<file path="src/design/cfd_pkg.sv">
// shared types and constants for the cobs frame decoder
// no dependencies
`default_nettype none

package cfd_pkg;

  localparam logic [1:0] ST_OK    = 2'd0;
  localparam logic [1:0] ST_TRUNC = 2'd1;
  localparam logic [1:0] ST_EMPTY = 2'd2;

  localparam logic [7:0] FULL_CODE  = 8'd255;
  localparam logic [7:0] EMPTY_CODE = 8'd1;

  typedef struct packed {
    logic       kind;
    logic [7:0] data_byte;
  } cfd_beat_t;

  typedef struct packed {
    logic       valid;
    logic [7:0] out_byte;
    logic       frame_end;
    logic [1:0] status;
  } cfd_result_t;

endpackage

`default_nettype wire

</file>
<file path="src/design/cfd_in_reg.sv">
// input register stage of the cobs frame decoder
// depends on cfd_pkg
`default_nettype none

module cfd_in_reg (
  input  wire logic              clk,
  input  wire logic              rst,
  input  wire logic              in_valid,
  output logic                   in_stall,
  input  wire logic              kind,
  input  wire logic [7:0]        data_byte,
  input  wire logic              advance,
  output logic                   beat_valid,
  output cfd_pkg::cfd_beat_t     beat
);

  logic accept;

  assign in_stall = beat_valid && !advance;
  assign accept   = in_valid && !in_stall;

  always_ff @(posedge clk) begin
    if (rst) begin
      beat_valid <= 1'b0;
    end else if (accept) begin
      beat_valid <= 1'b1;
    end else if (advance) begin
      beat_valid <= 1'b0;
    end
  end

  always_ff @(posedge clk) begin
    if (accept) begin
      beat.kind      <= kind;
      beat.data_byte <= data_byte;
    end
  end

endmodule

`default_nettype wire

</file>
<file path="src/design/cfd_core.sv">
// decoder state and per-beat next-state logic for the cobs frame decoder
// depends on cfd_pkg
`default_nettype none

module cfd_core (
  input  wire logic                 clk,
  input  wire logic                 rst,
  input  wire logic                 step,
  input  wire cfd_pkg::cfd_beat_t   beat,
  output cfd_pkg::cfd_result_t      res
);

  logic [7:0] bytes_left;
  logic [7:0] bytes_left_next;
  logic       expect_code;
  logic       expect_code_next;
  logic       group_is_full;
  logic       group_is_full_next;
  logic       zero_pending;
  logic       zero_pending_next;
  logic [7:0] held_data;
  logic [7:0] held_data_next;
  logic       held_valid;
  logic       held_valid_next;
  logic       failed;
  logic       failed_next;
  logic       saw_input;
  logic       saw_input_next;

  always_comb begin
    bytes_left_next    = bytes_left;
    expect_code_next   = expect_code;
    group_is_full_next = group_is_full;
    zero_pending_next  = zero_pending;
    held_data_next     = held_data;
    held_valid_next    = held_valid;
    failed_next        = failed;
    saw_input_next     = saw_input;
    res                = '0;

    if (step) begin
      if (beat.kind) begin
        res.valid     = 1'b1;
        res.frame_end = 1'b1;
        if (failed) begin
          res.status = cfd_pkg::ST_TRUNC;
        end else if (!saw_input) begin
          res.status = cfd_pkg::ST_EMPTY;
        end else if (!expect_code) begin
          res.status = cfd_pkg::ST_TRUNC;
        end else begin
          res.status = cfd_pkg::ST_OK;
        end
        bytes_left_next    = 8'd0;
        expect_code_next   = 1'b1;
        group_is_full_next = 1'b0;
        zero_pending_next  = 1'b0;
        held_valid_next    = 1'b0;
        failed_next        = 1'b0;
        saw_input_next     = 1'b0;
      end else begin
        saw_input_next = 1'b1;
        if (!failed) begin
          if (expect_code) begin
            if (beat.data_byte == 8'd0) begin
              failed_next       = 1'b1;
              zero_pending_next = 1'b0;
              held_valid_next   = 1'b0;
            end else begin
              // release what the previous group left behind
              if (zero_pending) begin
                res.valid    = 1'b1;
                res.out_byte = 8'd0;
              end else if (held_valid) begin
                res.valid    = 1'b1;
                res.out_byte = held_data;
              end
              held_valid_next    = 1'b0;
              bytes_left_next    = beat.data_byte - 8'd1;
              group_is_full_next = (beat.data_byte == cfd_pkg::FULL_CODE);
              zero_pending_next  = (beat.data_byte == cfd_pkg::EMPTY_CODE);
              expect_code_next   = (beat.data_byte == cfd_pkg::EMPTY_CODE);
            end
          end else begin
            bytes_left_next = bytes_left - 8'd1;
            if (bytes_left == 8'd1) begin
              expect_code_next = 1'b1;
              if (group_is_full) begin
                held_data_next  = beat.data_byte;
                held_valid_next = 1'b1;
              end else begin
                zero_pending_next = 1'b1;
                res.valid         = 1'b1;
                res.out_byte      = beat.data_byte;
              end
            end else begin
              res.valid    = 1'b1;
              res.out_byte = beat.data_byte;
            end
          end
        end
      end
    end
  end

  always_ff @(posedge clk) begin
    if (rst) begin
      bytes_left    <= 8'd0;
      expect_code   <= 1'b1;
      group_is_full <= 1'b0;
      zero_pending  <= 1'b0;
      held_valid    <= 1'b0;
      failed        <= 1'b0;
      saw_input     <= 1'b0;
    end else begin
      bytes_left    <= bytes_left_next;
      expect_code   <= expect_code_next;
      group_is_full <= group_is_full_next;
      zero_pending  <= zero_pending_next;
      held_valid    <= held_valid_next;
      failed        <= failed_next;
      saw_input     <= saw_input_next;
    end
  end

  always_ff @(posedge clk) begin
    held_data <= held_data_next;
  end

endmodule

`default_nettype wire

</file>
<file path="src/design/cfd_out_reg.sv">
// result register of the cobs frame decoder
// depends on cfd_pkg
`default_nettype none

module cfd_out_reg (
  input  wire logic                   clk,
  input  wire logic                   rst,
  input  wire cfd_pkg::cfd_result_t   res,
  input  wire logic                   out_stall,
  output logic                        out_free,
  output logic                        out_valid,
  output logic [7:0]                  out_byte,
  output logic                        frame_end,
  output logic [1:0]                  status
);

  assign out_free = !out_valid || !out_stall;

  always_ff @(posedge clk) begin
    if (rst) begin
      out_valid <= 1'b0;
    end else if (res.valid) begin
      out_valid <= 1'b1;
    end else if (!out_stall) begin
      out_valid <= 1'b0;
    end
  end

  always_ff @(posedge clk) begin
    if (res.valid) begin
      out_byte  <= res.out_byte;
      frame_end <= res.frame_end;
      status    <= res.status;
    end
  end

endmodule

`default_nettype wire

</file>
<file path="src/design/cobs_frame_decoder.sv">
// cobs frame decoder top level: input register, decode logic, result register
// results are decoded from the input register and held in the result register
// throughput: one beat per cycle, limited only by out_stall
// reset: synchronous rst clears both stages and returns the decoder to packet start
// depends on cfd_pkg, cfd_in_reg, cfd_core, cfd_out_reg
`default_nettype none

module cobs_frame_decoder (
  input  wire logic       clk,
  input  wire logic       rst,
  input  wire logic       in_valid,
  output logic            in_stall,
  input  wire logic       kind,
  input  wire logic [7:0] data_byte,
  output logic            out_valid,
  input  wire logic       out_stall,
  output logic [7:0]      out_byte,
  output logic            frame_end,
  output logic [1:0]      status
);

  logic                 beat_valid;
  cfd_pkg::cfd_beat_t   beat;
  cfd_pkg::cfd_result_t res;
  logic                 out_free;
  logic                 advance;

  assign advance = beat_valid && out_free;

  cfd_in_reg u_in_reg (
    .clk        (clk),
    .rst        (rst),
    .in_valid   (in_valid),
    .in_stall   (in_stall),
    .kind       (kind),
    .data_byte  (data_byte),
    .advance    (advance),
    .beat_valid (beat_valid),
    .beat       (beat)
  );

  cfd_core u_core (
    .clk  (clk),
    .rst  (rst),
    .step (advance),
    .beat (beat),
    .res  (res)
  );

  cfd_out_reg u_out_reg (
    .clk       (clk),
    .rst       (rst),
    .res       (res),
    .out_stall (out_stall),
    .out_free  (out_free),
    .out_valid (out_valid),
    .out_byte  (out_byte),
    .frame_end (frame_end),
    .status    (status)
  );

`ifndef SYNTHESIS
  a_end_byte_zero: assert property (@(posedge clk) disable iff (rst)
    out_valid && frame_end |-> out_byte == 8'd0)
    else $error("packet end result carries a nonzero byte");

  a_byte_status_ok: assert property (@(posedge clk) disable iff (rst)
    out_valid && !frame_end |-> status == cfd_pkg::ST_OK)
    else $error("byte result carries a status");

  a_stall_needs_beat: assert property (@(posedge clk) disable iff (rst)
    in_stall |-> beat_valid && out_valid && out_stall)
    else $error("input stalled without a blocked beat");

  a_end_beat_result: assert property (@(posedge clk) disable iff (rst)
    advance && beat.kind |=> out_valid && frame_end)
    else $error("packet end beat gave no status result");
`endif

endmodule

`default_nettype wire
</file>
<file path="config.mk">
export PLATFORM = sky130hd
export DESIGN_NAME = cobs_frame_decoder
export DESIGN_NICKNAME = d
export VERILOG_FILES = /design/src/design/cfd_pkg.sv /design/src/design/cfd_in_reg.sv /design/src/design/cfd_core.sv /design/src/design/cfd_out_reg.sv /design/src/design/cobs_frame_decoder.sv
export SDC_FILE = /design/constraint.sdc
export NUM_CORES = 1
export LEC_CHECK = 0
export BUFFER_PORTS_ARGS = -buffer_cell sky130_fd_sc_hd__buf_2
export CAP_MARGIN = 20
export CORE_MARGIN = 4
export CORE_UTILIZATION = 30
export CTS_CLUSTER_DIAMETER = 200
export CTS_CLUSTER_SIZE = 8
export DETAILED_ROUTE_END_ITERATION = 8
export HOLD_SLACK_MARGIN = 0.1
export SYNTH_ARGS = -nofsm -noshare
export SYNTH_HDL_FRONTEND = slang
export SYNTH_HIERARCHICAL = 1
export SYNTH_SLANG_ARGS = --single-unit
</file>
<file path="constraint.sdc">
create_clock -name clk -period 7.14 [get_ports clk]
set_input_delay 0.357 -clock clk [delete_from_list [all_inputs] [get_ports clk]]
set_output_delay 0.357 -clock clk [all_outputs]
set_load 0.02 [all_outputs]
</file>
==> results of run 1 <==
## cell families after synthesis
logic type      after synthesis  synth area share (%)
simple gates                 71                 19.33
compound gates               55                 17.40
flops                        44                 52.61
buf+inv                      18                 4.308
fa+ha+maj                     6                 3.401
xor+xnor                      4                 1.587
mux                           3                 1.361
## worst min-delay path by stage
stage / end / slack, ns / cells past startpoint
finish: u_in_reg/beat[7] / 0.23 / 1
global route: u_in_reg/beat[5] / 0.21 / 1
CTS: u_in_reg/beat[7] / 0.22 / 1
detailed placement: u_core/group_is_full / 0.50 / 2
global placement: u_core/saw_input / 0.50 / 2
floorplan: u_out_reg/out_valid / 0.43 / 1
## power by group through the flow
stage | Sequential [mW] | Clock [mW] | Combinational, mW
floorplan | 0.301 | 0 | 0.0480
global placement | 0.305 | 0 | 0.0620
detailed placement | 0.306 | 0 | 0.0625
CTS | 0.300 | 0.228 | 0.0631
global route | 0.302 | 0.240 | 0.0712
finish | 0.300 | 0.222 | 0.0638
## layout make-up
class,instances,area (µm²)
Fill cell,770,4672
Sequential cell,44,1161
Multi-Input combinational cell,139,950.9
Timing Repair Buffer,27,140.1
Tap cell,99,123.9
Clock buffer,5,68.82
Clock inverter,2,60.06
Inverter,10,37.54
## cells in the final DEF, fill, tap and decap left out, drive strengths merged, types with 3 or more instances in the layout
master	count
edfxtp	28
buf	27
nor2	18
dfxtp	16
o21ai	13
a21oi	11
inv	9
nand3	9
a22oi	8
nor3	7
ha	6
or4	6
clkbuf	5
nor2b	5
nand2	4
a211oi	4
nand4	4
xnor2	4
or3	3
a32o	3
mux2i	3
## state kept, by name, summed over array words and instances, names as in the netlist
name,flops
u_in_reg/beat_valid,1
u_out_reg/frame_end,1
u_out_reg/out_byte,8
u_core/held_valid,1
u_core/saw_input,1
u_core/expect_code,1
u_core/failed,1
u_out_reg/status,2
u_core/bytes_left,8
u_out_reg/out_valid,1
u_core/group_is_full,1
u_core/zero_pending,1
u_core/held_data,8
u_in_reg/beat,9
## routing by layer
| layer | track usage (%) | vias up |
|---|---|---|
| li1 | - | 823 |
| met1 | 17.28 | 813 |
| met2 | 17.74 | 55 |
| met3 | 3.045 | 9 |
| met4 | 5.054 | 0 |
| met5 | 0 | - |
## through the flow
step	total power [mW]	hold WS (ns)	area, µm²
after CTS	0.5904	0.2166	2535
after global routing	0.6135	0.2091	2542
after global placement	0.3673	0.4952	2406
after floorplan	0.3489	0.4294	2207
after detailed placement	0.3680	0.4968	2406
final	0.5850	0.2262	2542
## critical path, delay by kind of cell (launching register included)
family          cells  cell delay, ns
compound gates      3            0.70
buf+inv             2            0.90
flops               1            0.75
==> results.yml, run 1 <==
power:
  leakage_nw: 0.9230
  comb_power_share_pct: 10.9
  seq_power_share_pct: 51.2
  swShare_pct: 23.68
  power.internal_mw: 0.4465
  clkPwrFrac_pct: 37.9
  ir_worst_vdd_mv: 0.07567
  p_sw_mw: 0.1385
  power_density_nw_per_um2: 230.1
sta:
  max_freq_ghz: 0.3772
  slew_violations: 0
  slew-limit-headroom_pct: 50.53
  worst_clock_skew_ns: 0.006462
  worst_pin_slew_ns: 0.7406
  period_share_pct: 37.13
  rsz0062_at_grt: "no"
  min_period_ns: 2.651
  finalSetupTns_ns: 0
  hold_viol: 0
  setup_viol: 0
  worst_slack_ns: 4.489
global_routing:
  grt_usage_pct: 12.24
  grt_pass1_wl_um: 8273
  grt_start_max_net_pins: 19
  grt_pass1_vias: 1577
  antenna_found_initial: 0
  grt.overflow.total: 0
logic_synthesis:
  synthArstFlopShare_pct: 0
  seq_area_frac_synth_pct: 52.61
  syn_nets: 220
  yosysWarningCount: 6
  syn_area_per_cell_um2: 10.98
  synth_ff_type: "edfxtp_1"
  synth_top_area_share_pct: 38.10
  yosysMostFrequentCell: "edfxtp_1"
  yosys-top-cells-area: "edfxtp_1 38%, dfxtp_1 15%, ha_1 3.4%"
  synthCells: 201
  synth_area_leader_cell: "edfxtp_1"
  synthesis.area_um2: 2207
  synth_cell_types: 52
  synth_top_cells_by_count: "28 x edfxtp_1, 18 x nor2_1, 16 x dfxtp_1, 12 x o21ai_0, 11 x a21oi_1"
  synth_seq_cells: 44
  synth_edf_count: 28
final_layout:
  final_cells: 326
  synthToLayoutAreaGrowth_pct: 15.19
  nNetsFinal: 246
  n_antenna_cell: 0
  final_util_pct: 35.24
  drive_gt1_share_pct: 18.94
drt:
  num_vias: 1700
  drt_iter0_markers: 208
  viasPerCell: 5.215
  detail-route-antenna-nets: 0
  drt_pass1_iterations: 4
  routedWlPerCell_um: 15.21
  wl_met2_um: 2218
  dr_wl_met3_um: 328
  routed_wl_um: 4960
  wl_met1_um: 2305
  drc: 0
  top_layer: "met4"
worst_setup_path:
  required_ns: 7.15
  cp_slowest_stage_delay_ns: 0.75
  r2r_cells: 5
  worstSetupStartpoint: "u_core/expect_code"
  cp-endpoint: "u_out_reg/status[0]"
  crit_chain: "clkinv_1, a211oi_1, a21oi_1, o21ai_1, buf_4"
  cp-end-kind: "register"
  timing.rr.end: "u_out_reg/status[0]"
  crit_fanout: 18
  r2r_slack_ns: 4.49
  path_class: "reg -> reg"
  worstPathArrival_ns: 2.66
  rr_startpoint: "u_core/expect_code"
  startpoint_type: "register"
  crit_slowest_cell: "dfxtp_1"
worst_hold_path:
  min_from: "data_byte[7]"
  hp-class: "in -> reg"
floorplanning:
  rows: 31
  die_w_um: 93.78
  core_um2: 7214
  die-area_um2: 8794
  pin_count: 26
  dieHeight_um: 93.78
  initial_core_util_pct: 30.59
placed_design:
  numPortBuffers: 25
  placed_cells: 318
  dpl_worst_slack_ns: 4.133
  dp_hpwl_um: 3578
  finalWeightedCongestion: 0.8509
cts:
  cts_hold_buf: 0
  cts_root_buf: "clkbuf_8"
  cts_tree: "yes"
  cts.sinks: 44
  cts.path.max_buffers: 2
  cts-buffers-inserted: 5
  h-tree-depth: 2
  cts_resized: 0
  cts_setup_buffers: 0
  path_clk_slew_ns: 0.08
  clock_latency_ns: 0.30
outcome:
  status: "finished clean"
run:
  max_cap_viol_count: 0
Note: power is estimated with default switching activity, not from simulation.
==> inputs of run 2 (changes only) <==
==> constraint.sdc (replaced) <==
create_clock -name clk -period 2.3 [get_ports clk]
set_input_delay 0.115 -clock clk [delete_from_list [all_inputs] [get_ports clk]]
set_output_delay 0.115 -clock clk [all_outputs]
set_load 0.02 [all_outputs]
==> run 2 against run 1 <==
Effect of this change: clock power up 120%; count of clock-buffer cells in the layout grew 1; critical path depth increased by 3; routed wire length increased by 5.5%; flip-flop and latch count stayed put.
==> results.yml, run 2 (same netlist as run 1, synthesis figures left out) <==
power:
  power.internal_mw: 1.210
  leakage_nw: 1.055
  comb_power_share_pct: 16.6
  swShare_pct: 26.96
  power_density_nw_per_um2: 596.0
  seq_power_share_pct: 54.6
  power_mw: 1.657
  p_sw_mw: 0.4467
  clkPwrFrac_pct: 28.8
  ir_worst_vdd_mv: 0.3870
drt:
  drt_iter0_markers: 148
  num_vias: 1820
  routed_wl_um: 5232
  drc: 0
  routedWlPerCell_um: 14.53
  viasPerCell: 5.056
  detail-route-antenna-nets: 0
  drt_pass1_iterations: 5
floorplanning:
  rows: 31
  initial_core_util_pct: 30.59
  die_w_um: 93.78
  pin_count: 26
  core_um2: 7214
  dieHeight_um: 93.78
  die-area_um2: 8794
final_layout:
  final_common_cell: "edfxtp_1"
  nNetsFinal: 279
  largest_reg_flops: 9
  n_antenna_cell: 0
  final_cells: 360
  drive_gt1_share_pct: 25.29
  synthToLayoutAreaGrowth_pct: 25.96
  layout_common_cells: "28 x edfxtp_1, 25 x buf_2, 24 x buf_4"
  fillers: 744
  regMostFlops: "u_in_reg/beat"
  final_util_pct: 38.54
  final_area_um2: 2780
sta:
  worst_clock_skew_ns: 0.008064
  min_period_ns: 2.063
  worst_slack_ns: 0.2371
  worst_pin_slew_ns: 0.6442
  rsz0062_at_grt: "no"
  period_share_pct: 89.69
  slew_violations: 0
  hold_viol: 0
  setup_viol: 0
  max_freq_ghz: 0.4847
  slew-limit-headroom_pct: 57.05
  finalSetupTns_ns: 0
  holdWs_ns: 0.1370
placed_design:
  dp_hpwl_um: 3776
  numPortBuffers: 25
  placed_area_um2: 2577
  dpl_worst_slack_ns: -0.006412
  finalWeightedCongestion: 0.9414
  placed_cells: 340
worst_setup_path:
  crit_fanout: 8
  timing.rr.end: "u_out_reg/out_byte[3]"
  startpoint_type: "register"
  path_class: "reg -> reg"
  worstSetupStartpoint: "u_core/bytes_left[1]"
  r2r_slack_ns: 0.24
  rr_startpoint: "u_core/bytes_left[1]"
  cp-end-kind: "register"
  r2r_cells: 8
  required_ns: 2.34
  worstPathArrival_ns: 2.11
cts:
  cts-buffers-inserted: 5
  cts.path.max_buffers: 2
  cts_tree: "yes"
  h-tree-depth: 2
  cts_resized: 0
  cts_root_buf: "clkbuf_8"
  path_clk_slew_ns: 0.08
  clock_latency_ns: 0.30
  cts.sinks: 44
global_routing:
  grt_start_max_net_pins: 18
  grt.overflow.total: 0
  antenna_found_initial: 0
  grt_usage_pct: 12.68
  grt_pass1_vias: 1755
  grt_pass1_wl_um: 8611
worst_hold_path:
  min_from: "rst"
  hold_depth: 2
  holdPathEnd: "u_core/bytes_left[2]"
  hp-class: "in -> reg"
outcome:
  status: "finished clean"
run:
  max_cap_viol_count: 0
[run 2: cell types whose count changed in the layout (fill, tap and decap cells not counted), sizes merged]
cell,delta
clkinvlp,+1
clkinv,+1
dlygate4sd3,+11
buf,+22
clkbuf,+1
bufinv,-2
[run 2: repair_timing]
item                      CTS  global route
buffers inserted            0             0
hold endpoints to repair   11             0
hold buffers               11             0
[run 2: layout make-up]
type	instances	area [µm²]	area share, %
Multi-Input combinational cell	139	957.2	34.43
Timing Repair Buffer	60	415.4	14.94
Inverter	10	37.54	1.350
Clock buffer	6	72.57	2.610
Clock inverter	2	12.51	0.4500
Sequential cell	44	1161	41.76
Tap cell	99	123.9	4.455
[run 2: metal layers]
metal	wire length [µm]	global-route usage [%]	vias to the layer above
li1	-	-	885
met1	2453	16.93	856
met2	2261	19.16	64
met3	364	3.125	15
met4	153	6.017	0
met5	0	0	-
[run 2: how the worst max path moves through the flow]
stage                            endpoint  cells after the start
CTS                 u_out_reg/out_byte[4]                      6
detailed placement  u_out_reg/out_byte[6]                      6
global route        u_out_reg/out_byte[3]                      8
floorplan             u_out_reg/frame_end                      6
global placement    u_out_reg/out_byte[4]                      6
finish              u_out_reg/out_byte[3]                      8
[run 2: critical path, cell delays in order (launching register included)]
cell and delay (ns):
dfxtp_1 0.31, inv_1 0.08, ha_1 0.13, nor4b_1 0.40, buf_4 0.21, nand3_1 0.10, buf_4 0.18, o21ai_2 0.29
nor2_1 0.11
[run 2: power by group through the flow]
stage / sequential (mW) / combinational (mW) / clock [mW]
after floorplan: 0.934 / 0.150 / 0
after global placement: 0.923 / 0.254 / 0
after detailed placement: 0.923 / 0.255 / 0
after CTS: 0.905 / 0.272 / 0.496
after global routing: 0.910 / 0.302 / 0.522
final: 0.904 / 0.275 / 0.478
==> inputs of run 3 (changes only) <==
==> constraint.sdc (replaced) <==
create_clock -name clk -period 2.3 [get_ports clk]
set_input_delay 0 -clock clk [delete_from_list [all_inputs] [get_ports clk]]
set_output_delay 0 -clock clk [all_outputs]
set_load 0.02 [all_outputs]
==> run 3 against run 2 <==
Effect of this change: clock power about the same; worst hold slack improved by 0.27 ns; global-route usage is essentially flat; setup slack worse by 0.019 ns; first-iteration DRC count increased by 0.68%; combinational power hardly changed; fmax shrank 0.91%; critical endpoint unchanged; largest cell class unchanged.
==> results.yml, run 3 (same netlist as run 1, synthesis figures left out) <==
cts:
  cts_resized: 0
  cts-buffers-inserted: 5
  h-tree-depth: 2
  cts.path.max_buffers: 2
  cts_setup_buffers: 0
  cts_tree: "yes"
  cts_hold_buf: 12
  clock_latency_ns: 0.30
  cts.sinks: 44
  cts_root_buf: "clkbuf_8"
  path_clk_slew_ns: 0.08
final_layout:
  nNetsFinal: 280
  final_area_um2: 2790
  regMostFlops: "u_in_reg/beat"
  synthToLayoutAreaGrowth_pct: 26.42
  final_cells: 361
  layout_common_cells: "28 x edfxtp_1, 25 x buf_2, 24 x buf_4"
  n_antenna_cell: 0
  drive_gt1_share_pct: 25.19
  multi_input_area_um2: 957.2
  final_common_cell: "edfxtp_1"
  largest_reg_flops: 9
  register_area_um2: 1161
  final_util_pct: 38.68
  fillers: 745
sta:
  slew_violations: 0
  finalSetupTns_ns: 0
  setup_viol: 0
  worst_pin_slew_ns: 0.6410
  rsz0062_at_grt: "no"
  hold_viol: 0
  slew-limit-headroom_pct: 57.27
  period_share_pct: 90.51
  worst_slack_ns: 0.2182
  min_period_ns: 2.082
  max_freq_ghz: 0.4804
  holdWs_ns: 0.4098
  worst_clock_skew_ns: 0.008726
global_routing:
  met2_usage_pct: 19.28
  grt_pass1_wl_um: 8625
  gr-usage-met3_pct: 3.125
  met1_usage_pct: 16.93
  grt_start_max_net_pins: 18
  grt_pass1_vias: 1763
  top_usage_layer: "met2"
  grt.overflow.total: 0
  grt_usage_pct: 12.72
  antenna_found_initial: 0
worst_setup_path:
  timing.rr.end: "u_out_reg/out_byte[3]"
  required_ns: 2.34
  cp-end-kind: "register"
  r2r_cells: 8
  startpoint_type: "register"
  r2r_slack_ns: 0.22
  crit_fanout: 8
  path_class: "reg -> reg"
  worstPathArrival_ns: 2.13
  rr_startpoint: "u_core/bytes_left[1]"
placed_design:
  placed_cells: 340
  placed_area_um2: 2577
  finalWeightedCongestion: 0.9414
  numPortBuffers: 25
  dp_hpwl_um: 3776
  dpl_worst_slack_ns: -0.006412
worst_hold_path:
  hp-class: "in -> reg"
  min_from: "data_byte[5]"
  hold_depth: 2
  holdPathEnd: "u_in_reg/beat[5]"
floorplanning:
  dieHeight_um: 93.78
  die_w_um: 93.78
  core_um2: 7214
  rows: 31
  die-area_um2: 8794
  initial_core_util_pct: 30.59
  pin_count: 26
power:
  ir_worst_vdd_mv: 0.3870
  leakage_nw: 1.059
  power_mw: 1.659
  power_density_nw_per_um2: 594.5
outcome:
  status: "finished clean"
drt:
  viasPerCell: 5.025
  routed_wl_um: 5238
  drt_pass1_iterations: 4
  drc: 0
  routedWlPerCell_um: 14.51
  num_vias: 1814
  detail-route-antenna-nets: 0
  drt_iter0_markers: 149
run:
  max_cap_viol_count: 0
[run 3: changes by cell type in the layout (fill, tap and decap cells not counted), sizes merged]
cell,delta
dlygate4sd3,+1
[run 3: worst max-delay path by stage]
stage | cells after the start | endpoint | startpoint | slack (ns)
after floorplan | 6 | u_out_reg/frame_end | u_in_reg/beat[0] | 0.07
after global placement | 6 | u_out_reg/out_byte[4] | u_in_reg/beat[0] | 0.1
after detailed placement | 6 | u_out_reg/out_byte[6] | u_in_reg/beat[0] | -0.006
after CTS | 6 | u_out_reg/out_byte[4] | u_in_reg/beat[0] | 0.003
after global routing | 8 | u_out_reg/out_byte[3] | u_core/bytes_left[1] | 0.17
final | 8 | u_out_reg/out_byte[3] | u_core/bytes_left[1] | 0.22
[run 3: area by class of cell]
type,instances,share of cell area (%)
timing repair buffer,61,15.25
tap,99,4.439
inverter,10,1.345
sequential,44,41.61
clock buffer,6,2.601
multi-input combinational,139,34.30
clock inverter,2,0.4484
[run 3: worst max-delay path, cell delays in order (launching register included)]
cell	delay [ns]
dfxtp_1	0.31
inv_1	0.08
ha_1	0.13
nor4b_1	0.42
buf_4	0.21
nand3_1	0.10
buf_4	0.18
o21ai_2	0.29
nor2_1	0.11
[run 3: report_power, final]
part | leakage, nW | internal [mW] | switching, mW
Combinational | 0.617 | 0.123 | 0.153
Clock | 0.0412 | 0.213 | 0.266
Sequential | 0.401 | 0.876 | 0.0279
Total | 1.06 | 1.21 | 0.447
[run 3: metal layers]
| metal | up-vias | part of all wire (%) |
|---|---|---|
| met5 | - | 0 |
| met4 | 0 | 2.6 |
| met3 | 13 | 6.9 |
| met2 | 54 | 44 |
| met1 | 860 | 47 |
| li1 | 887 | - |
